[src/rtl/zpv_pkg.sv]
`timescale 1ns / 1ps
// Shared constants, codes and lane handshake types of the z-score profile verifier.
package zpv_pkg;

  localparam int MaxSamplesDef = 256;
  localparam int MeanW  = 20;
  localparam int ScoreW = 24;
  localparam int TotW   = 25;
  localparam int CntW   = 9;
  localparam logic [TotW-1:0] ThrResetVal = 25'd768;

  // Input item kinds; the lanes use the same codes as their operation.
  localparam logic [1:0] KIND_TRAIN  = 2'd0;
  localparam logic [1:0] KIND_FIN    = 2'd1;
  localparam logic [1:0] KIND_VERIFY = 2'd2;

  // Result status codes.
  localparam logic [1:0] STAT_TAKEN   = 2'd0;
  localparam logic [1:0] STAT_BUILT   = 2'd1;
  localparam logic [1:0] STAT_SCORED  = 2'd2;
  localparam logic [1:0] STAT_DROPPED = 2'd3;

  typedef struct packed {
    logic        start;
    logic [1:0]  op;
    logic [15:0] x;
  } lane_cmd_t;

  typedef struct packed {
    logic              done;
    logic [ScoreW-1:0] score;
  } lane_rsp_t;

  typedef struct packed {
    logic            load;
    logic [1:0]      status;
    logic [CntW-1:0] count;
  } mrg_req_t;

endpackage

[src/rtl/zpv_lane.sv]
`timescale 1ns / 1ps
// One feature lane: accumulators, profile, serial multiplier, divider and square root.
module zpv_lane
  import zpv_pkg::*;
#(
  parameter int CW = 9
) (
  input  logic          clk,
  input  logic          rst_n,
  input  lane_cmd_t     cmd,
  input  logic [CW-1:0] n,
  output lane_rsp_t     rsp
);

  localparam int SW     = 16 + CW;
  localparam int QW     = 32 + CW;
  localparam int PW     = CW + QW;
  localparam int NW     = PW + 8;
  localparam int DVW    = (2 * CW > MeanW) ? 2 * CW : MeanW;
  localparam int KW     = $clog2(NW + 1);
  localparam int RSTEPS = (NW + 1) / 2;

  localparam logic [2:0] L_IDLE = 3'd0;
  localparam logic [2:0] L_MEAN = 3'd1;
  localparam logic [2:0] L_MUL  = 3'd2;
  localparam logic [2:0] L_PREP = 3'd3;
  localparam logic [2:0] L_VAR  = 3'd4;
  localparam logic [2:0] L_ROOT = 3'd5;
  localparam logic [2:0] L_VDIV = 3'd6;

  logic [2:0]        st_r;
  logic [SW-1:0]     s1_r;
  logic [QW-1:0]     s2_r;
  logic [MeanW-1:0]  mean_r, spread_r;
  logic [CW-1:0]     n_r, mp_r;
  logic [KW-1:0]     cnt_r;
  logic [NW-1:0]     dvd_r, v_r, root_r, bit_r;
  logic [DVW-1:0]    rem_r, dvs_r;
  logic [PW-1:0]     mc_r, prod_r, sq_r;
  logic [2*CW-1:0]   nn_r;
  logic [ScoreW-1:0] score_r;
  logic              done_r;

  logic [31:0]       xsq;
  logic [2*SW-1:0]   s1sq;
  logic [2*CW-1:0]   nn_c;
  logic [MeanW-1:0]  v16, delta;
  logic [DVW:0]      trial;
  logic              ge;
  logic [DVW-1:0]    rem_n;
  logic [NW-1:0]     dvd_n;
  logic [NW:0]       rsum;
  logic              take;
  logic [NW-1:0]     v_n, root_n;

  always_comb begin
    xsq   = cmd.x * cmd.x;
    s1sq  = s1_r * s1_r;
    nn_c  = n_r * (n_r - 1'b1);
    v16   = {cmd.x, 4'b0};
    delta = (v16 >= mean_r) ? v16 - mean_r : mean_r - v16;
    // Restoring division, one quotient bit per cycle.
    trial = {rem_r, dvd_r[NW-1]};
    ge    = trial >= {1'b0, dvs_r};
    rem_n = ge ? DVW'(trial - {1'b0, dvs_r}) : trial[DVW-1:0];
    dvd_n = {dvd_r[NW-2:0], ge};
    // Digit-by-digit square root, one result bit per cycle.
    rsum   = {1'b0, root_r} + {1'b0, bit_r};
    take   = {1'b0, v_r} >= rsum;
    v_n    = take ? v_r - rsum[NW-1:0] : v_r;
    root_n = take ? (root_r >> 1) + bit_r : root_r >> 1;
  end

  always_ff @(posedge clk) begin
    if (!rst_n) begin
      st_r     <= L_IDLE;
      done_r   <= 1'b0;
      s1_r     <= '0;
      s2_r     <= '0;
      mean_r   <= '0;
      spread_r <= '0;
      score_r  <= '0;
    end else begin
      done_r <= 1'b0;
      unique case (st_r)
        L_IDLE: begin
          if (cmd.start) begin
            n_r <= n;
            case (cmd.op)
              KIND_TRAIN: begin
                s1_r   <= s1_r + SW'(cmd.x);
                s2_r   <= s2_r + QW'(xsq);
                done_r <= 1'b1;
              end
              KIND_FIN: begin
                if (n == '0) begin
                  mean_r   <= '0;
                  spread_r <= '0;
                  s1_r     <= '0;
                  s2_r     <= '0;
                  done_r   <= 1'b1;
                end else begin
                  dvd_r <= NW'({s1_r, 4'b0}) << (NW - SW - 4);
                  rem_r <= '0;
                  dvs_r <= DVW'(n);
                  cnt_r <= KW'(SW + 4);
                  st_r  <= L_MEAN;
                end
              end
              KIND_VERIFY: begin
                if (spread_r == '0) begin
                  score_r <= ScoreW'(delta);
                  done_r  <= 1'b1;
                end else begin
                  dvd_r <= NW'({delta, 8'b0}) << (NW - MeanW - 8);
                  rem_r <= '0;
                  dvs_r <= DVW'(spread_r);
                  cnt_r <= KW'(MeanW + 8);
                  st_r  <= L_VDIV;
                end
              end
              default: ;
            endcase
          end
        end
        L_MEAN: begin
          dvd_r <= dvd_n;
          rem_r <= rem_n;
          cnt_r <= cnt_r - 1'b1;
          if (cnt_r == KW'(1)) begin
            mean_r <= dvd_n[MeanW-1:0];
            if (n_r < CW'(2)) begin
              spread_r <= '0;
              s1_r     <= '0;
              s2_r     <= '0;
              done_r   <= 1'b1;
              st_r     <= L_IDLE;
            end else begin
              mc_r   <= PW'(s2_r);
              mp_r   <= n_r;
              prod_r <= '0;
              sq_r   <= PW'(s1sq);
              nn_r   <= nn_c;
              cnt_r  <= KW'(CW);
              st_r   <= L_MUL;
            end
          end
        end
        L_MUL: begin
          if (mp_r[0]) prod_r <= prod_r + mc_r;
          mc_r  <= mc_r << 1;
          mp_r  <= mp_r >> 1;
          cnt_r <= cnt_r - 1'b1;
          if (cnt_r == KW'(1)) st_r <= L_PREP;
        end
        L_PREP: begin
          dvd_r <= {prod_r - sq_r, 8'b0};
          rem_r <= '0;
          dvs_r <= DVW'(nn_r);
          cnt_r <= KW'(NW);
          st_r  <= L_VAR;
        end
        L_VAR: begin
          dvd_r <= dvd_n;
          rem_r <= rem_n;
          cnt_r <= cnt_r - 1'b1;
          if (cnt_r == KW'(1)) begin
            v_r    <= dvd_n;
            root_r <= '0;
            bit_r  <= NW'(1) << (2 * (RSTEPS - 1));
            cnt_r  <= KW'(RSTEPS);
            st_r   <= L_ROOT;
          end
        end
        L_ROOT: begin
          v_r    <= v_n;
          root_r <= root_n;
          bit_r  <= bit_r >> 2;
          cnt_r  <= cnt_r - 1'b1;
          if (cnt_r == KW'(1)) begin
            spread_r <= root_n[MeanW-1:0];
            s1_r     <= '0;
            s2_r     <= '0;
            done_r   <= 1'b1;
            st_r     <= L_IDLE;
          end
        end
        L_VDIV: begin
          dvd_r <= dvd_n;
          rem_r <= rem_n;
          cnt_r <= cnt_r - 1'b1;
          if (cnt_r == KW'(1)) begin
            score_r <= (dvd_n > NW'({ScoreW{1'b1}})) ? {ScoreW{1'b1}} : dvd_n[ScoreW-1:0];
            done_r  <= 1'b1;
            st_r    <= L_IDLE;
          end
        end
        default: st_r <= L_IDLE;
      endcase
    end
  end

  assign rsp.done  = done_r;
  assign rsp.score = score_r;

endmodule

[config.mk]
export PLATFORM = sky130hd
export DESIGN_NAME = zpv_lane
export DESIGN_NICKNAME = d
export VERILOG_FILES = /design/src/rtl/zpv_pkg.sv /design/src/rtl/zpv_lane.sv
export SDC_FILE = /design/constraint.sdc
export NUM_CORES = 2
export LEC_CHECK = 0
export BUFFER_PORTS_ARGS = -buffer_cell sky130_fd_sc_hd__buf_2
export CAP_MARGIN = 0
export CORE_AREA = 4 4 327 329
export DETAILED_ROUTE_END_ITERATION = 10
export DIE_AREA = 0 0 331 333
export PLACE_DENSITY_LB_ADDON = 0.2
export SYNTH_ARGS = -nofsm -noshare
export SYNTH_HDL_FRONTEND = slang
export SYNTH_SLANG_ARGS = --single-unit
[constraint.sdc]
create_clock -name clk -period 20 [get_ports clk]
set_input_delay 1 -clock clk [delete_from_list [all_inputs] [get_ports clk]]
set_output_delay 1 -clock clk [all_outputs]
set_load 0.005 [all_outputs]
After elaboration in Yosys (flattened, before gate mapping) --
Index checks and enable logic that the tools add are counted.
Word-level totals: output and inout bits 25, input port bits 30, register bits 598
Cells by class: order comparisons 5, multipliers 3, $add $sub $neg 12, reduce and logical (&&, ||, !) cells 29, muxes and demuxes 90, equal/unequal tests 29, bitwise logic cells 1
Operator list (number):
- 58-bit 2-to-1 mux | 8
- 58-bit case mux with 2 select lines | 4
- 20-bit 2-to-1 mux | 15
- 50-bit 2-to-1 mux | 5
- 41-bit 2-to-1 mux | 5
- 50-bit case mux with 2 select lines | 2
- 58-bit case mux with 3 select lines | 1
- 20-bit case mux with 2 select lines | 4
- 25-bit 2-to-1 mux | 5
- 41-bit case mux with 3 select lines | 1
- 24-bit 2-to-1 mux | 5
- 20-bit case mux with 3 select lines | 2
- 41-bit case mux with 2 select lines | 1
- 25-bit case mux with 3 select lines | 1
- 20-bit subtractor | 3
- 58-bit by 58-bit adder with 59-bit output | 1
- 58-bit by 59-bit >= comparator with 1-bit output | 1
- 57-bit by 58-bit adder with 58-bit output | 1
- 58-bit by 24-bit > comparator with 1-bit output, second input constant | 1
- 58-bit subtractor | 1
- 50-bit adder | 1
- 25-bit by 25-bit multiplier with 50-bit output | 1
- 25-bit case mux with 2 select lines | 1
- 50-bit subtractor | 1
- other kinds (47) | 98

Longest topological paths before layout --
word-level depth 6, mapped depth 29, gate-level depth less buffers 28

Least setup slack after synthesis --
Ideal clock, no wire load.
kind register to register, start register root_r[4], end register v_r[0], enable pin, data arrival time 7011 ps, setup time 474 ps, path buffers 3, slack 12515 ps, cell stages (with the launch flop) 24, cell sequence edfxtp_1 > ha_1 > nand2_1 > o21bai_2 > a31o_2 > a31oi_2 > o31a_1 > or2_2 > o31ai_1 > a22oi_1 > xor2_1 > ha_1 > clkbuf_1 > a21o_1 > a21oi_1 > o21ai_0 > nand3_1 > a31oi_1 > o211ai_1 > a21oi_2 > buf_6 > buf_2 > a21oi_1 > nor2_1
Between the ends: word-level cells in the longest chain between the ends 4
Ends and longest elaborated chain:
- start: declaration | RTL line zpv_lane.sv:37 | logic [NW-1:0] dvd_r, v_r, root_r, bit_r;
- start signal: assignment | RTL line zpv_lane.sv:177 | root_r <= root_n;
- 58-bit by 58-bit adder with 59-bit output | RTL line zpv_lane.sv:68 | rsum = {1'b0, root_r} + {1'b0, bit_r};
- 58-bit by 59-bit >= comparator with 1-bit output | RTL line zpv_lane.sv:69 | take = {1'b0, v_r} >= rsum;
- 2-bit != test (no line)
- 4-bit AND reduction (no line)
- end signal: assignment | RTL line zpv_lane.sv:168 | v_r <= dvd_n;
- end signal: assignment | RTL line zpv_lane.sv:176 | v_r <= v_n;
- end: declaration | RTL line zpv_lane.sv:37
Every way passes these cells. A chain may end at the register's enable or synchronous reset.

Worst setup path in the final report --
start register s1_r[4], end register sq_r[48], data pin
Between the ends: word-level cells in the longest chain between the ends 1
Ends and longest elaborated chain:
- start: declaration | RTL line zpv_lane.sv:32 | logic [SW-1:0] s1_r;
- start signal: assignment | RTL line zpv_lane.sv:91 | s1_r <= s1_r + SW'(cmd.x);
- 25-bit by 25-bit multiplier with 50-bit output | RTL line zpv_lane.sv:58 | s1sq = s1_r * s1_r;
- named net s1sq[48] | RTL line zpv_lane.sv:45 | logic [2*SW-1:0] s1sq;
- end signal: assignment | RTL line zpv_lane.sv:142 | sq_r <= PW'(s1sq);
- end: declaration | RTL line zpv_lane.sv:39 | logic [PW-1:0] mc_r, prod_r, sq_r;
The timed path passes the listed nets, and every way through them passes these cells.

==> flow_summary_export.csv <==
group,metric,value,unit
timing,setup_ws,11.95,ns
grt,grtUsageTotal,33.8,%
cells_and_area,num-nets-final,8718,
min_path,min_path_cells,2,
placement,place_congestion,0.982,
cells_and_area,drive_above_1_share,4.23,%
logic_synthesis,seq_area_frac_synth,23.4,%
logic_synthesis,synth_ff_type,"edfxtp_1",
logic_synthesis,netlist_instances,7404,
routing,dr.pass1.iters,9,
logic_synthesis,synth_edf_count,433,
power,p_clk_share,19.8,%
power,cellLeakagePower,34.0,nW
timing,clock_skew,0.0316,ns
clocking,clockBufferDepth,3,
power,peakVddDrop,0.390,mV
worst_setup_path,crit_path_end_kind,"register",
routing,wl_met2,86300,um
clocking,post_cts_buffers,0,
worst_setup_path,cp.arrival,8.45,ns
timing,fmax,124,MHz
grt,grt_pass1_vias,54000,
routing,met3_length,13600,um
logic_synthesis,synth_nets,8804,
worst_setup_path,crit_fanout,27,
worst_setup_path,r2r-start,"s1_r[4]",
logic_synthesis,yosysTopAreaCell,"fa_1",
min_path,min_from,"score_r[16]",
logic_synthesis,synthArstFlopShare,0,%
timing,period_needed,8.05,ns
timing,finalCritPeriodShare,40.2,%
cells_and_area,ff_latch_area,0.0157,mm^2
routing,drc_errors,0,
logic_synthesis,avgSynthCellArea,9.07,um^2
placement,dp_slack,11.62,ns
worst_setup_path,crit_slowest_cell,"nor2_1",
routing,vias,53000,
die,core,0.103,mm^2
timing,hold_ws,0.449,ns
power,powerDensity,94.5,mW/mm^2
routing,routed_wl,186000,um
clocking,cts_max_level,3,
placement,portBuffers,54,
logic_synthesis,synthTopCellsByArea,"fa_1 22%, edfxtp_1 19%, ha_1 12%",
routing,drt.antenna.violating_nets,0,
min_path,hold_end,"score_r[16]",
die,num_rows,118,
cells_and_area,multi_input_comb_area,0.0459,mm^2
worst_setup_path,ff2ff_path_depth,28,
cells_and_area,layout_common_cells,"1,218 x inv_1, 753 x nand2_1, 724 x fa_1",
logic_synthesis,yosys_warnings,0,
grt,antenna_found_initial,4,
routing,dr.max_layer_used,"met5",
timing,rsz0062_at_grt,"false",
clocking,clk_pin_slew,0.06,ns
worst_setup_path,start_kind,"register",
grt,overflow,0,
worst_setup_path,critPathKind,"register to register",
logic_synthesis,ys_seq_elements,567,
worst_setup_path,required,20.40,ns
clocking,insertion_delay,0.65,ns
worst_setup_path,rr_endpoint,"sq_r[48]",
routing,viasPerCell,6.06,
logic_synthesis,netlist.area_leader.share,21.6,%
clocking,clkSinkCount,567,
clocking,cts_tree,"yes",
die,start_util,64.9,%
power,pwr-share-comb,56.2,%
grt,grt_pass1_wl,294000,um
power,intPower,0.00378,W
clocking,hold_buffers,0,
routing,post_drt_wl_per_cell,21.2,um
logic_synthesis,synth.distinct_cells,94,
clocking,cts_root_buffer,"clkbuf_16",
logic_synthesis,syn-cell-area,0.0672,mm^2
run,maxCapViolations,0,
die,die_h,333,um
timing,tightest_slew,1.25,ns
worst_setup_path,path_buf_inv,8,
routing,met1_length,76100,um
power,p_switching,0.00293,W
cells_and_area,final_area,0.0710,mm^2
clocking,cts_resized,0,
grt,grt_max_degree,83,
cells_and_area,fill_cells,8272,
cells_and_area,area_growth,5.74,%
die,die_area,0.110,mm^2
worst_setup_path,critical-path-max-stage-delay,0.52,ns
die,io_pins,55,
routing,drt_iter0_drc,5165,
power,p_seq_share,24.1,%
placement,hpwl,146000,um
timing,slew_headroom,16.6,%
timing,hold_viol,0,
timing,setup_tns,0,ns
worst_setup_path,r2r_setup_slack,11.95,ns
die,die_x,331,um
timing,slew_viol_final,0,
power,switching_share,43.7,%
outcome,status,"finished clean",
cells_and_area,final_common_cell,"inv_1",
worst_setup_path,cp_top_family,"adder cells",
clocking,numCtsBuffers,70,
timing,finalSetupViolations,0,
placement,placed_cell_area,0.0686,mm^2
min_path,hold_path_class,"register to register",
==> cell usage after synthesis (162+ instances only) <==
| master | number |
|---|---|
| nand2_1 | 755 |
| xor2_1 | 162 |
| clkbuf_1 | 247 |
| nor2_1 | 445 |
| a21o_1 | 225 |
| o21ai_0 | 359 |
| fa_1 | 724 |
| inv_1 | 1220 |
| ha_1 | 646 |
| edfxtp_1 | 433 |
| and2_1 | 216 |
| xnor2_1 | 237 |
| a21oi_1 | 385 |
==> registers in the layout, summed over array words and instances (netlist names), 24 cells and up <==
signal	count
dvd_r	58
prod_r	50
score_r	24
root_r	58
sq_r	49
bit_r	29
mc_r	50
s1_r	25
v_r	58
s2_r	41
==> power by group through the flow <==
stage	clock network, W	registers, W	logic [W]
after global routing	0.00138	0.00162	0.00424
after global placement	0	0.00163	0.00361
after CTS	0.00134	0.00161	0.00376
after floorplan	0	0.00158	0.00285
final	0.00133	0.00161	0.00377
after detailed placement	0	0.00163	0.00372
==> worst min-delay path: cells and delay by family (launching register included) <==
family,cells,cell delay (ns)
DFF,1,0.31
AOI/OAI and AO/OA,1,0.05
and+or+nand+nor,1,0.05
==> worst max-delay path by stage <==
stage / slack, ns / to / startpoint / depth (start not counted)
floorplan: 12.52 / v_r[0] / root_r[4] / 23
global placement: 11.60 / s2_r[39] / cmd[9] / 27
detailed placement: 11.62 / s2_r[39] / cmd[9] / 27
CTS: 12.05 / sq_r[48] / s1_r[4] / 28
global route: 11.69 / sq_r[48] / s1_r[4] / 28
finish: 11.95 / sq_r[48] / s1_r[4] / 28
==> stage by stage <==
step                total power, W  utilization (%)  instances
floorplan                  0.00443                -       7404
global placement           0.00524             66.3       8626
detailed placement         0.00536             66.3       8626
CTS                        0.00670             68.6       8756
global route               0.00724             68.6       8756
finish                     0.00671             68.6       8757
==> cell type report <==
| class | count | area share (%) |
|---|---|---|
| Tap cell | 1380 | 2.43 |
| Clock buffer | 100 | 2.89 |
| Timing Repair Buffer | 116 | 1.04 |
| Sequential cell | 567 | 22.1 |
| Multi-Input combinational cell | 5341 | 64.6 |
| Clock inverter | 30 | 0.448 |
| Inverter | 1222 | 6.46 |
| Antenna cell | 1 | 0.00352 |
==> logic make-up after synthesis <==
logic type,Yosys count,synth area share [%]
AND/OR/NAND/NOR,1984,13.8
adder cells (fa/ha/maj),1370,33.6
flip-flops,567,23.4
multiplexers,49,0.738
AO/OA/AOI/OAI,1539,14.8
XOR/XNOR,399,5.20
buffers and inverters,1496,8.42
==> routing by layer <==
| layer | vias to the layer above | GRT usage (%) |
|---|---|---|
| met1 | 25900 | 45.3 |
| met4 | 2 | 15.6 |
| met3 | 487 | 5.19 |
| met2 | 2116 | 54.6 |
| met5 | - | 0 |
| li1 | 24500 | - |
Power figures use the tool's default switching activity.
