<file path="src/rtl/zpv_pkg.sv">
`timescale 1ns / 1ps
// Shared constants, codes and lane handshake types of the z-score profile verifier.
package zpv_pkg;

  localparam int MaxSamplesDef = 256;
  localparam int MeanW  = 20;
  localparam int ScoreW = 24;
  localparam int TotW   = 25;
  localparam int CntW   = 9;
  localparam logic [TotW-1:0] ThrResetVal = 25'd768;

  // Input item kinds; the lanes use the same codes as their operation.
  localparam logic [1:0] KIND_TRAIN  = 2'd0;
  localparam logic [1:0] KIND_FIN    = 2'd1;
  localparam logic [1:0] KIND_VERIFY = 2'd2;

  // Result status codes.
  localparam logic [1:0] STAT_TAKEN   = 2'd0;
  localparam logic [1:0] STAT_BUILT   = 2'd1;
  localparam logic [1:0] STAT_SCORED  = 2'd2;
  localparam logic [1:0] STAT_DROPPED = 2'd3;

  typedef struct packed {
    logic        start;
    logic [1:0]  op;
    logic [15:0] x;
  } lane_cmd_t;

  typedef struct packed {
    logic              done;
    logic [ScoreW-1:0] score;
  } lane_rsp_t;

  typedef struct packed {
    logic            load;
    logic [1:0]      status;
    logic [CntW-1:0] count;
  } mrg_req_t;

endpackage

</file>
<file path="src/rtl/zpv_ifs.sv">


interface zpv_out_if;
  logic        valid;
  logic        ready;
  logic [1:0]  status;
  logic [23:0] dwell_deviation;
  logic [23:0] flight_deviation;
  logic [24:0] total_score;
  logic        accepted;
  logic [8:0]  sample_count;
  modport source (output valid, status, dwell_deviation, flight_deviation, total_score,
                  accepted, sample_count, input ready);
  modport sink (input valid, status, dwell_deviation, flight_deviation, total_score,
                accepted, sample_count, output ready);
endinterface


</file>
<file path="src/rtl/zpv_merge.sv">
`timescale 1ns / 1ps
// Merge stage: adds the lane scores, compares with the threshold and holds the result item.
module zpv_merge
  import zpv_pkg::*;
(
  input  logic              clk,
  input  logic              rst_n,
  input  mrg_req_t          req,
  input  logic [ScoreW-1:0] dwell_score,
  input  logic [ScoreW-1:0] flight_score,
  input  logic [TotW-1:0]   threshold,
  output logic              can_load,
  zpv_out_if.source         out_ch
);

  logic              valid_r;
  logic [1:0]        status_r;
  logic [ScoreW-1:0] dd_r, fd_r;
  logic [TotW-1:0]   tot_r;
  logic              acc_r;
  logic [CntW-1:0]   cnt_r;
  logic [TotW-1:0]   tot;
  logic              scored;

  assign scored   = req.status == STAT_SCORED;
  assign tot      = TotW'(dwell_score) + TotW'(flight_score);
  assign can_load = !valid_r || out_ch.ready;

  always_ff @(posedge clk) begin
    if (!rst_n) begin
      valid_r <= 1'b0;
    end else if (req.load) begin
      valid_r <= 1'b1;
    end else if (out_ch.ready) begin
      valid_r <= 1'b0;
    end
  end

  always_ff @(posedge clk) begin
    if (req.load) begin
      status_r <= req.status;
      cnt_r    <= req.count;
      dd_r     <= scored ? dwell_score : '0;
      fd_r     <= scored ? flight_score : '0;
      tot_r    <= scored ? tot : '0;
      acc_r    <= scored && (tot <= threshold);
    end
  end

  assign out_ch.valid            = valid_r;
  assign out_ch.status           = status_r;
  assign out_ch.dwell_deviation  = dd_r;
  assign out_ch.flight_deviation = fd_r;
  assign out_ch.total_score      = tot_r;
  assign out_ch.accepted         = acc_r;
  assign out_ch.sample_count     = cnt_r;

endmodule

</file>
<file path="src/flat_wrapper.sv">
// flat-port wrapper written by rule: the top's interface ports become plain ports
module zpv_merge_flat import zpv_pkg::*;
  (clk, rst_n, req, dwell_score, flight_score, threshold, can_load, out_ch_valid, out_ch_status, out_ch_dwell_deviation, out_ch_flight_deviation, out_ch_total_score, out_ch_accepted, out_ch_sample_count, out_ch_ready);
  zpv_out_if out_ch_i ();
  input  logic clk;
  input  logic rst_n;
  input  mrg_req_t req;
  input  logic [ScoreW-1:0] dwell_score;
  input  logic [ScoreW-1:0] flight_score;
  input  logic [TotW-1:0] threshold;
  output logic can_load;
  output wire logic [$bits(out_ch_i.valid)-1:0] out_ch_valid;
  output wire logic [$bits(out_ch_i.status)-1:0] out_ch_status;
  output wire logic [$bits(out_ch_i.dwell_deviation)-1:0] out_ch_dwell_deviation;
  output wire logic [$bits(out_ch_i.flight_deviation)-1:0] out_ch_flight_deviation;
  output wire logic [$bits(out_ch_i.total_score)-1:0] out_ch_total_score;
  output wire logic [$bits(out_ch_i.accepted)-1:0] out_ch_accepted;
  output wire logic [$bits(out_ch_i.sample_count)-1:0] out_ch_sample_count;
  input wire logic [$bits(out_ch_i.ready)-1:0] out_ch_ready;
  assign out_ch_valid = out_ch_i.valid;
  assign out_ch_status = out_ch_i.status;
  assign out_ch_dwell_deviation = out_ch_i.dwell_deviation;
  assign out_ch_flight_deviation = out_ch_i.flight_deviation;
  assign out_ch_total_score = out_ch_i.total_score;
  assign out_ch_accepted = out_ch_i.accepted;
  assign out_ch_sample_count = out_ch_i.sample_count;
  assign out_ch_i.ready = out_ch_ready;
  zpv_merge u_core (.clk(clk), .rst_n(rst_n), .req(req), .dwell_score(dwell_score), .flight_score(flight_score), .threshold(threshold), .can_load(can_load), .out_ch(out_ch_i));
endmodule
</file>
<file path="config.mk">
export PLATFORM = sky130hd
export DESIGN_NAME = zpv_merge_flat
export DESIGN_NICKNAME = d
export VERILOG_FILES = /design/src/rtl/zpv_pkg.sv /design/src/rtl/zpv_ifs.sv /design/src/rtl/zpv_merge.sv /design/src/flat_wrapper.sv
export SDC_FILE = /design/constraint.sdc
export NUM_CORES = 1
export LEC_CHECK = 0
export BUFFER_PORTS_ARGS = -buffer_cell sky130_fd_sc_hd__clkbuf_2
export CAP_MARGIN = 20
export CORE_UTILIZATION = 40
export DETAILED_ROUTE_END_ITERATION = 8
export PLACE_DENSITY_LB_ADDON = 0.05
export SYNTH_ARGS = -nofsm -noshare
export SYNTH_HDL_FRONTEND = slang
export SYNTH_SLANG_ARGS = --single-unit
</file>
<file path="constraint.sdc">
create_clock -name clk -period 4.9 [get_ports clk]
set_input_delay 0.245 -clock clk [delete_from_list [all_inputs] [get_ports clk]]
set_output_delay 0.245 -clock clk [all_outputs]
set_load 0.03 [all_outputs]
</file>
# After elaboration in Yosys (flattened, before gate mapping)
# Index checks and enable logic that the tools add are counted.
dict set report totals {
  ff_bits 86
  latchBits 0
  ramBits 0
  romBits 0
  input_bits 88
  out_inout_bits 87
  wordCells 16
  mem_count 0
}
dict set report op_classes {
  addsub 1
  multipliers 0
  div_mod_pow 0
  order_cmp 1
  eq_ne 1
  n_shift 0
  mux 2
  bitwise_logic 0
  n_reduce_logical 4
}
# op n
set ops {}
lappend ops {{24-bit by 24-bit adder with 25-bit output} 1}
lappend ops {{25-bit <= comparator} 1}
lappend ops {{2-bit equality test (second input constant)} 1}
lappend ops {{1-bit 2-to-1 mux} 2}
lappend ops {{2-bit nonzero test} 1}
lappend ops {{1-bit logical AND} 1}
lappend ops {{1-bit zero test} 1}
lappend ops {{1-bit logical OR} 1}

# Depth between registers and ports, before layout
# Gate-level depths: netlist of the first run.
dict set report depth {
  word_depth 3
  depth_mapped 16
  ltp_nobuf 16
}

# Worst setup path after synthesis of the first run
# Ideal clock, no wire load.
dict set report synth_path {
  path_type {input port to flip-flop}
  from {in dwell_score[0]}
  to {reg u_core.acc_r (netlist: u_core.out_ch.accepted) (data pin)}
  setup_ps 169
  t_arrival_ps 3044
  required_time_ps 4731
  setup_slack_ps 1687
  cell_stages 16
  path_buffers 0
  cell_sequence {ha_1 inv_1 fa_1 and2b_1 o2111ai_2 nand2_1 a221oi_2 o31ai_1 xnor2_1 ha_1 a21o_1 a21o_1 a221oi_1 o21a_1 o221ai_1 o31ai_1}
}
dict set report synth_via {
  elab_chain_len 3
}
# element line
set synth_rtl {}
lappend synth_rtl {{start, declared} flat_wrapper.sv:8} ;# input logic [ScoreW-1:0] dwell_score;
lappend synth_rtl {{24-bit by 24-bit adder with 25-bit output} zpv_merge.sv:26} ;# assign tot = TotW'(dwell_score) + TotW'(flight_score);
lappend synth_rtl {{named net u_core.tot[18]} zpv_merge.sv:22} ;# logic [TotW-1:0] tot;
lappend synth_rtl {{25-bit <= comparator} zpv_merge.sv:46} ;# acc_r <= scored && (tot <= threshold);
lappend synth_rtl {{1-bit logical AND} zpv_merge.sv:46}
lappend synth_rtl {{end signal, assigned} zpv_merge.sv:46}
lappend synth_rtl {{end, declared} zpv_merge.sv:20} ;# logic acc_r;
# The timed path passes the listed nets, and every way through them passes these cells.
# A chain may end at the register's enable or synchronous reset.

# Worst setup path after layout of the first run
# Same ends and word-level chain as after synthesis.

==> results of run 1 <==
[path summary, 6_finish.rpt]
kind                                                        from                                       to  slack (ps)  cells after the start
worst min-delay path                                      req[0]  u_core.out_ch.sample_count[0]$_DFFE_PP_          70                      1
worst max-delay path                              dwell_score[0]         u_core.out_ch.accepted$_DFFE_PP_        1500                     17
worst min register to register  u_core.out_ch.valid$_SDFFE_PN0P_         u_core.out_ch.valid$_SDFFE_PN0P_         510                      2
worst max register to register  u_core.out_ch.valid$_SDFFE_PN0P_         u_core.out_ch.valid$_SDFFE_PN0P_        4280                      2
[cell type report]
cell class,instances,area share (%)
multi-input cells,317,36.6
repair buffers,176,14.0
well taps,168,3.24
flip-flops and latches,86,39.6
clock inverters,6,0.945
inverters,33,1.91
clock buffers,10,3.68
[placed cells by master, fill, tap and decap left out, types with 3 or more instances in the layout]
cell / synthesis / layout
clkinv_2: 0 / 3
a211oi_1: 3 / 3
and3_1: 3 / 3
clkbuf_2: 1 / 173
nand2_1: 32 / 32
mux2i_1: 6 / 6
ha_1: 49 / 49
and4_1: 5 / 5
nand4_1: 8 / 8
a21oi_1: 28 / 28
a21o_1: 14 / 14
xnor2_1: 13 / 13
o21ai_0: 7 / 7
o21bai_1: 4 / 4
clkbuf_16: 0 / 9
xor2_1: 6 / 6
and2_1: 60 / 60
nor3_1: 3 / 3
o21ai_1: 4 / 4
o21a_1: 8 / 8
inv_1: 33 / 33
edfxtp_1: 85 / 85
nor2_1: 18 / 18
nand2b_1: 7 / 7
[sequential cells by signal, indices dropped and copies added (netlist names)]
| signal | flops |
|---|---|
| u_core.out_ch.sample_count | 9 |
| u_core.out_ch.status | 2 |
| u_core.out_ch.dwell_deviation | 24 |
| u_core.out_ch.flight_deviation | 24 |
| u_core.out_ch.accepted | 1 |
| u_core.out_ch.valid | 1 |
| u_core.out_ch.total_score | 25 |
[per-stage QoR]
stage / instances / instance area [um2] / util [%] / hold WS (ps)
floorplan: 448 / 5110 / - / 344
global placement: 779 / 6160 / 50.5 / 422
global route: 796 / 6490 / 53.1 / 56.8
finish: 796 / 6490 / 53.1 / 70.5
CTS: 795 / 6460 / 52.9 / 56.0
detailed placement: 779 / 6160 / 50.5 / 424
[cells by family after synthesis]
logic type,after synthesis,synth area share (%)
DFF,86,50.3
xor gates and xnor gates,19,3.26
muxes,6,1.18
buffers and inverters,45,3.38
and+or+nand+nor,147,16.0
adders and majority gates,50,12.4
AOI/OAI and AO/OA,95,13.4
[worst register-to-register path: stages, from the launching register on]
cell      delay [ps]
dfxtp_1          320
nand2b_1          70
a21boi_0         160
[power by group through the flow]
stage               logic [uW]  clock network, uW  registers (uW)
detailed placement         579                  0             905
global placement           574                  0             905
finish                     581                692             889
CTS                        582                709             891
floorplan                  277                  0            1020
global route               642                738             894
[Yosys cell counts, types with 3 or more instances]
cell,instances,area share (%)
a211oi_1,3,0.44
a21o_1,14,2.1
a21oi_1,28,2.7
and2_1,60,7.3
and3_1,3,0.37
and4_1,5,0.86
clkbuf_1,9,0.66
edfxtp_1,85,50
ha_1,49,12
inv_1,33,2.4
mux2i_1,6,1.2
nand2_1,32,2.4
nand2b_1,7,0.86
nand4_1,8,0.98
nor2_1,18,1.3
nor2b_1,3,0.37
nor3_1,3,0.29
o21a_1,8,1.2
o21ai_0,7,0.69
o21ai_1,4,0.39
o21bai_1,4,0.59
xnor2_1,13,2.2
xor2_1,6,1.0
[metal layers]
metal	vias to the layer above	GRT usage (%)	part of all wire (%)
met4	0	8.66	1.7
li1	1981	-	-
met5	-	0	0
met2	147	27.6	44
met3	14	4.48	7.2
met1	1811	26.0	47
==> out/summary.txt, run 1 <==
Cell Pwr Density = 333 nW/um2
I/O Buffers = 174
max-cap violations = 0
Flop pwr share = 41.1%
net switching power figure = 668 uW
Placer Congestion = 0.874
Worst-Margin Slew = 654 ps
IO Count = 175
WL/cell = 15.2 um
clk_skew = 0 ps
CTS sink count = 86
Seq/Total Area, Yosys = 50.3%
fillers = 1122
worst-path cell chain = clkbuf_2, ha_1, inv_1, fa_1, and2b_1, o2111ai_2, nand2_1, a221oi_2, o31ai_1, xnor2_1, ha_1, a21o_1, a21o_1, a221oi_1, o21a_1, o221ai_1, o31ai_1
Register Area = 2570 um2
synthesized flop and latch total = 86
Setup WS pre-CTS = 1160 ps
FP Rows = 40
Setup CP Type = in -> reg
share of cells above drive strength 1 = 32.8%
Initial Util = 41.9%
DRC Markers = 0
post-synthesis net count = 586
CTS Buffer Depth = 2
routed via count = 3953
root buf cell = clkbuf_16
# hold bufs at CTS = 0
combinational share of power = 26.9%
P_leak = 0.00297 uW
total negative slack = 0 ps
Hold Path Class = in -> reg
Post-synth ARST share = 0%
Max rail drop VDD = 0.000140 V
EDFF count, synth = 85
die footprint = 13200 um2
Worst Path Max Fanout = 4
Final HPWL DP = 9160 um
Nets = 761
synthesis-to-layout area growth = 27.0%
die width = 115 um
Yosys Warn Count = 0
Slowest cell on crit path = o31ai_1
status = finished clean
Crit path required time = 5080 ps
# H-tree levels = 3
RSZ-0062 raised after global routing = no
TritonCTS buffer count = 9
slew margin rel. = 56.4%
Hold Vio Cnt, Final = 0
final cycle utilization of the critical path = 69.4%
DR pass1 iterations = 4
Syn Area/Cell = 11.4 um2
Routed WL = 12100 um
vias per cell = 4.97
Crit. End Element = flop
gr ovfl total = 0
Main synth FF type = edfxtp_1
area of the multi-input gates = 2370 um2
P_int = 1490 uW
ant diodes = 0
Gate Count Post-Synth = 448
final-report setup violation count = 0
core area = 12200 um2
DRT iter0 DRCs = 276
DIE HEIGHT = 115 um
delay-heaviest family, CP = compound AO/OA/AOI/OAI gates
clk slew on worst S/H paths = 60 ps
CTS tree = yes
antenna-violating nets left = 0
setup bufs post-CTS = 0
Skew-Pair Late Insertion Delay = 350 ps
Clk pwr share = 32.0%
initial antenna violation count = 0
largest net degree at the start of global routing = 87
Final Worst Setup Slack = 1500 ps
CP bufs+invs = 2
vias in the first global route = 3754
Startpoint Class = primary input
Total GRT Usage = 18.7%
PostCTS Resize Cnt = 0
Yosys cell types = 52
Total Power = 2160 uW
worst endpoint data arrival time = 3580 ps
min Tclk post-route = 3400 ps
max-slew violations = 0
CP max stage delay = 460 ps
wire length of the first global-routing pass = 18600 um
max frequency = 294 MHz
Post-Syn Area = 5110 um2
Sw Share = 30.9%
No activity file was read; power rests on OpenSTA's default activity.
==> inputs of run 2 (changes only) <==
==> constraint.sdc (replaced) <==
create_clock -name clk -period 2.75 [get_ports clk]
set_input_delay 0.1375 -clock clk [delete_from_list [all_inputs] [get_ports clk]]
set_output_delay 0.1375 -clock clk [all_outputs]
set_load 0.03 [all_outputs]
==> run 2 against run 1 <==
- the flow now finishes with violations (setup timing)
- sequential cell count unchanged
- clock skew unchanged
- critical path depth down 1
- global-route usage up 1.1 points
- routed wire length up 5.7%
- worst setup slack worse by 1600 ps
- first-iteration DRC count down 26%
- hold slack worse by 41 ps
- critical path type unchanged
- critical endpoint unchanged
- largest cell class unchanged
==> out/summary.txt, run 2 (synthesis gave the netlist of run 1 again) <==
CTS sink count = 86 (unchanged)
max frequency = 347 MHz
largest net degree at the start of global routing = 51 (-41%)
core area = 12200 um2 (unchanged)
Hold Vio Cnt, Final = 0 (unchanged)
clk_skew = 0 ps (unchanged)
vias in the first global route = 4154 (+11%)
TritonCTS buffer count = 9 (unchanged)
most frequent cells in the layout = clkbuf_2, buf_4, edfxtp_1, and2_1, ha_1
fillers = 1095 (-2.4%)
commonest non-fill, non-tap cell in the layout = clkbuf_2
antenna-violating nets left = 0 (unchanged)
Worst Path Max Fanout = 3 (-1)
initial antenna violation count = 0 (unchanged)
worst endpoint data arrival time = 3050 ps (-530 ps)
RSZ-0062 raised after global routing = yes
vias per cell = 4.74 (-4.6%)
Crit. End Element = flop
slew margin rel. = 49.8% (-6.6 points)
Final HPWL DP = 10200 um (+12%)
status = complete, but fails checks
Placer Congestion = 0.811 (-7.2%)
Hold Slack = 29.3 ps (-41.1 ps)
Cell Pwr Density = 554 nW/um2 (+66%)
Setup WS pre-CTS = -564 ps (-1720 ps)
WL/cell = 14.4 um (-5.5%)
CTS tree = yes
Skew-Pair Late Insertion Delay = 340 ps (about the same)
Startpoint Class = primary input
die width = 115 um (unchanged)
max-slew violations = 0 (unchanged)
total negative slack = -130 ps (-130 ps)
Nets = 855 (+12%)
routed via count = 4216 (+6.7%)
ant diodes = 0 (unchanged)
die footprint = 13200 um2 (unchanged)
final-report setup violation count = 1 (+1)
violated checks = setup timing
max-cap violations = 0 (unchanged)
share of cells above drive strength 1 = 43.4% (+11 points)
IO Count = 175 (unchanged)
Routed WL = 12800 um (+5.7%)
FP Rows = 40 (unchanged)
clk slew on worst S/H paths = 60 ps (about the same)
Hold Path Class = in -> reg
Initial Util = 41.9% (unchanged)
DIE HEIGHT = 115 um (unchanged)
I/O Buffers = 174 (unchanged)
gr ovfl total = 0 (unchanged)
CTS Buffer Depth = 2 (unchanged)
Worst-Margin Slew = 751 ps (+97.3 ps)
root buf cell = clkbuf_16
Total GRT Usage = 19.8% (+1.1 points)
synthesis-to-layout area growth = 44.3%
DRT iter0 DRCs = 205 (-26%)
fin cells = 890 (+12%)
wire length of the first global-routing pass = 19900 um (+7.1%)
placed cells = 857 (+10%)
DRC Markers = 0 (unchanged)
Setup CP Type = in -> reg
min Tclk post-route = 2880 ps
# H-tree levels = 3 (unchanged)
DR pass1 iterations = 4 (unchanged)
Final Worst Setup Slack = -130 ps (-1630 ps)
Crit path required time = 2920 ps (-2160 ps)
P_leak = 0.00344 uW (+16%)
final cycle utilization of the critical path = 105%
max FFs per register = 25 (unchanged)
Max rail drop VDD = 0.000291 V (+110%)
run 2: cell count changes in the layout (fill, tap and decap cells not counted), sizes merged:
| cell | before | now |
|---|---|---|
| buf | 3 | 88 |
| dlygate4sd3 | 0 | 10 |
| clkbuf | 183 | 182 |
run 2: final cells by class:
class	instances	area (um2)	share of cell area [%]
Sequential cell	86	2570	34.9
Tap cell	168	210	2.85
Multi-Input combinational cell	317	2520	34.2
Clock buffer	10	239	3.24
Clock inverter	6	61.3	0.831
Timing Repair Buffer	270	1640	22.3
Inverter	33	124	1.68
run 2: power breakdown:
group,internal [uW],switching (uW)
combinational,557,723
clock,725,494
sequential,1560,27.9
total,2840,1250
run 2: path summary, 6_finish.rpt:
check | startpoint | end | slack, ps | cells past startpoint
min reg2reg | u_core.out_ch.valid$_SDFFE_PN0P_ | u_core.out_ch.valid$_SDFFE_PN0P_ | 510 | 2
max | dwell_score[0] | u_core.out_ch.accepted$_DFFE_PP_ | -130 | 16
max reg2reg | u_core.out_ch.valid$_SDFFE_PN0P_ | u_core.out_ch.valid$_SDFFE_PN0P_ | 2130 | 2
min | rst_n | u_core.out_ch.valid$_SDFFE_PN0P_ | 30 | 2
run 2: critical path, stage by stage:
cell and delay (ps):
clkbuf_2 110, ha_4 160, inv_2 50, fa_2 200, and2b_1 200, o2111ai_2 260
a21oi_2 130, o21ai_2 240, a21oi_2 100, or3_4 380, ha_4 280, nand4_1 130
nor2_1 130, nand4_1 140, buf_4 170, o31ai_2 200
run 2: metal layers:
| metal | track usage, % | up-vias | wire length (um) |
|---|---|---|---|
| met3 | 3.90 | 14 | 724 |
| li1 | - | 2168 | - |
| met1 | 27.6 | 1907 | 6180 |
| met5 | 0 | - | 0 |
| met2 | 30.5 | 127 | 5720 |
| met4 | 7.36 | 0 | 180 |
run 2: repair_timing:
action / in CTS / in global routing
hold buffers: 10 / 0
endpoints found under the hold margin: 10 / 0
pin swaps: 6 / 19
endpoints found under the setup margin: 1 / 1
gates resized for setup: 3 / 21
buffers inserted: 1 / 6
run 2: metrics by stage:
stage               area (um2)  total power, uW  util [%]
floorplan                 5160             2330         -
detailed placement        6810             2820      55.7
global placement          6810             2810      55.7
global route              7370             4290      60.4
CTS                       7240             4070      59.3
finish                    7370             4080      60.4
==> inputs of run 3 (changes only) <==
--- a/config.mk
+++ b/config.mk
@@ -10,6 +10,7 @@
 export CORE_UTILIZATION = 40
 export DETAILED_ROUTE_END_ITERATION = 8
 export PLACE_DENSITY_LB_ADDON = 0.05
+export REMOVE_ABC_BUFFERS = 1
 export SYNTH_ARGS = -nofsm -noshare
 export SYNTH_HDL_FRONTEND = slang
 export SYNTH_SLANG_ARGS = --single-unit
==> run 3 against run 2 <==
- the run still ends with setup timing left
- worst setup slack lost 59 ps
- first-iteration DRC count shrank 17%
- combinational power grew 3%
- critical path depth shrank 1
- via count grew 1.8%
- hold slack gained 5.8 ps
- sequential share of layout area shrank 0.79 points
- clock power grew 9.8%
- critical endpoint unchanged
==> out/summary.txt, run 3 (synthesis gave the netlist of run 1 again) <==
DRT iter0 DRCs = 171 (-17%)
CTS tree = yes
Final Worst Setup Slack = -189 ps (-58.6 ps)
Routed WL = 12900 um (+0.45%)
max-slew violations = 0 (unchanged)
min Tclk post-route = 2940 ps (+58.6 ps)
vias per cell = 4.74 (+0.14%)
CTS Buffer Depth = 2 (unchanged)
P_leak = 0.00353 uW (+2.8%)
Final HPWL DP = 10200 um (-0.86%)
max FFs per register = 25 (unchanged)
I/O Buffers = 174 (unchanged)
core area = 12200 um2 (unchanged)
clk_skew = 0 ps (unchanged)
WL/cell = 14.2 um (-1.2%)
Crit path required time = 2840 ps (-80 ps)
P_int = 2980 uW (+5.2%)
worst-path cell chain = clkbuf_2, ha_1, a21o_1, a21o_1, a41o_1, buf_4, o21ai_4, a21oi_2, or3_1, ha_1, nand4_1, nor2_1, nand4_1, o221ai_1, o31ai_1
most frequent cells in the layout = clkbuf_2, buf_4, edfxtp_1, and2_1, ha_1
combinational share of power = 31.1% (-0.2 points)
final-report setup violation count = 1 (unchanged)
slew margin rel. = 64.4% (+15 points)
area of the multi-input gates = 2530 um2 (+0.40%)
initial antenna violation count = 0 (unchanged)
Worst Path Max Fanout = 3 (unchanged)
wire length of the first global-routing pass = 20500 um (+2.9%)
Flop pwr share = 37.3% (-1.5 points)
Sw Share = 29.7% (-0.77 points)
max frequency = 340 MHz (-2.0%)
Skew-Pair Late Insertion Delay = 340 ps (about the same)
Initial Util = 41.9% (unchanged)
Register Area = 2570 um2 (unchanged)
Setup CP Type = in -> reg
Hold Path Class = in -> reg
FP Rows = 40 (unchanged)
Max rail drop VDD = 0.000309 V (+6.2%)
Nets = 870 (+1.8%)
vias in the first global route = 4365 (+5.1%)
synthesis-to-layout area growth = 47.6%
antenna-violating nets left = 0 (unchanged)
fillers = 1083 (-1.1%)
largest net degree at the start of global routing = 50 (-2.0%)
share of cells above drive strength 1 = 44.8% (+1.4 points)
ant diodes = 0 (unchanged)
root buf cell = clkbuf_16
max-cap violations = 0 (unchanged)
Total GRT Usage = 20.2% (+0.38 points)
gr ovfl total = 0 (unchanged)
die footprint = 13200 um2 (unchanged)
IO Count = 175 (unchanged)
Clk pwr share = 31.6% (+1.7 points)
DRC Markers = 0 (unchanged)
DR pass1 iterations = 4 (unchanged)
violated checks = setup timing
worst endpoint data arrival time = 3020 ps (-30 ps)
CTS sink count = 86 (unchanged)
Startpoint Class = primary input
Crit. End Element = flop
commonest non-fill, non-tap cell in the layout = clkbuf_2
Worst-Margin Slew = 534 ps (-217 ps)
CP max stage delay = 410 ps (+30 ps)
die width = 115 um (unchanged)
DIE HEIGHT = 115 um (unchanged)
routed via count = 4293 (+1.8%)
TritonCTS buffer count = 9 (unchanged)
Hold Vio Cnt, Final = 0 (unchanged)
RSZ-0062 raised after global routing = yes
clk slew on worst S/H paths = 60 ps (about the same)
status = complete, but fails checks
Placer Congestion = 0.870 (+7.3%)
Slowest cell on crit path = or3_1
Total Power = 4250 uW (+4.0%)
net switching power figure = 1260 uW (+1.4%)
Hold Slack = 35.1 ps (+5.79 ps)
final cycle utilization of the critical path = 107% (+2.1 points)
Cell Pwr Density = 563 nW/um2 (+1.7%)
# H-tree levels = 3 (unchanged)
[run 3: cell count changes in the layout (fill, tap and decap cells not counted), moves of 2 or more]
cell and delta:
buf_4 +15, o21ai_2 +2, clkinv_2 -2, buf_8 +2, o21ai_1 -3, a21oi_1 -2
[run 3: what timing repair did]
item,4_1_cts,5_1_grt
gates resized for setup,20,21
buffers inserted,4,5
hold endpoints to repair,10,0
pin swaps,19,22
endpoints found under the setup margin,1,1
hold buffers,10,0
[run 3: final timing paths]
path | start | end | slack (ps) | depth (start not counted)
setup reg to reg | u_core.out_ch.valid$_SDFFE_PN0P_ | u_core.out_ch.valid$_SDFFE_PN0P_ | 2070 | 2
setup / recovery | dwell_score[7] | u_core.out_ch.accepted$_DFFE_PP_ | -190 | 15
hold reg to reg | u_core.out_ch.valid$_SDFFE_PN0P_ | u_core.out_ch.valid$_SDFFE_PN0P_ | 540 | 2
hold / removal | rst_n | u_core.out_ch.valid$_SDFFE_PN0P_ | 40 | 2
[run 3: power by group through the flow]
stage	Combinational [uW]	Clock (uW)	Sequential, uW
2_1_floorplan	490	0	1830
3_3_place_gp	1200	0	1610
3_5_place_dp	1220	0	1610
4_1_cts	1280	1370	1580
5_1_grt	1450	1420	1590
6_report	1320	1340	1580
[run 3: critical path, delay by kind of cell]
| kind | cells | cell delay, ps |
|---|---|---|
| adders and majority gates | 2 | 620 |
| and+or+nand+nor | 4 | 770 |
| buffers and inverters | 2 | 240 |
| AOI/OAI and AO/OA | 7 | 1260 |
[run 3: per-stage QoR]
| stage | std cells | cell area [um2] | TNS (ps) | utilization, % | worst slack (ps) |
|---|---|---|---|---|---|
| global route | 905 | 7540 | -337 | 61.8 | -337 |
| global placement | 872 | 6870 | -672 | 56.3 | -672 |
| floorplan | 436 | 5060 | -358 | - | -358 |
| CTS | 900 | 7430 | -188 | 60.8 | -188 |
| finish | 905 | 7540 | -189 | 61.8 | -189 |
| detailed placement | 872 | 6870 | -752 | 56.3 | -752 |
[run 3: final cells by class]
cell class,instances,share of cell area [%]
multi-input combinational,317,33.6
clock inverter,5,1.08
inverter,33,1.64
sequential,86,34.1
tap,168,2.79
timing repair buffer,285,23.4
clock buffer,11,3.35
[run 3: routing by layer]
metal,up-vias,GRT usage (%),share of wire (%),wire (um)
li1,2202,-,-,-
met2,121,32.3,46,5870
met4,0,7.45,1.3,171
met1,1959,27.5,48,6240
met3,11,3.32,4.5,583
met5,-,0,0,0
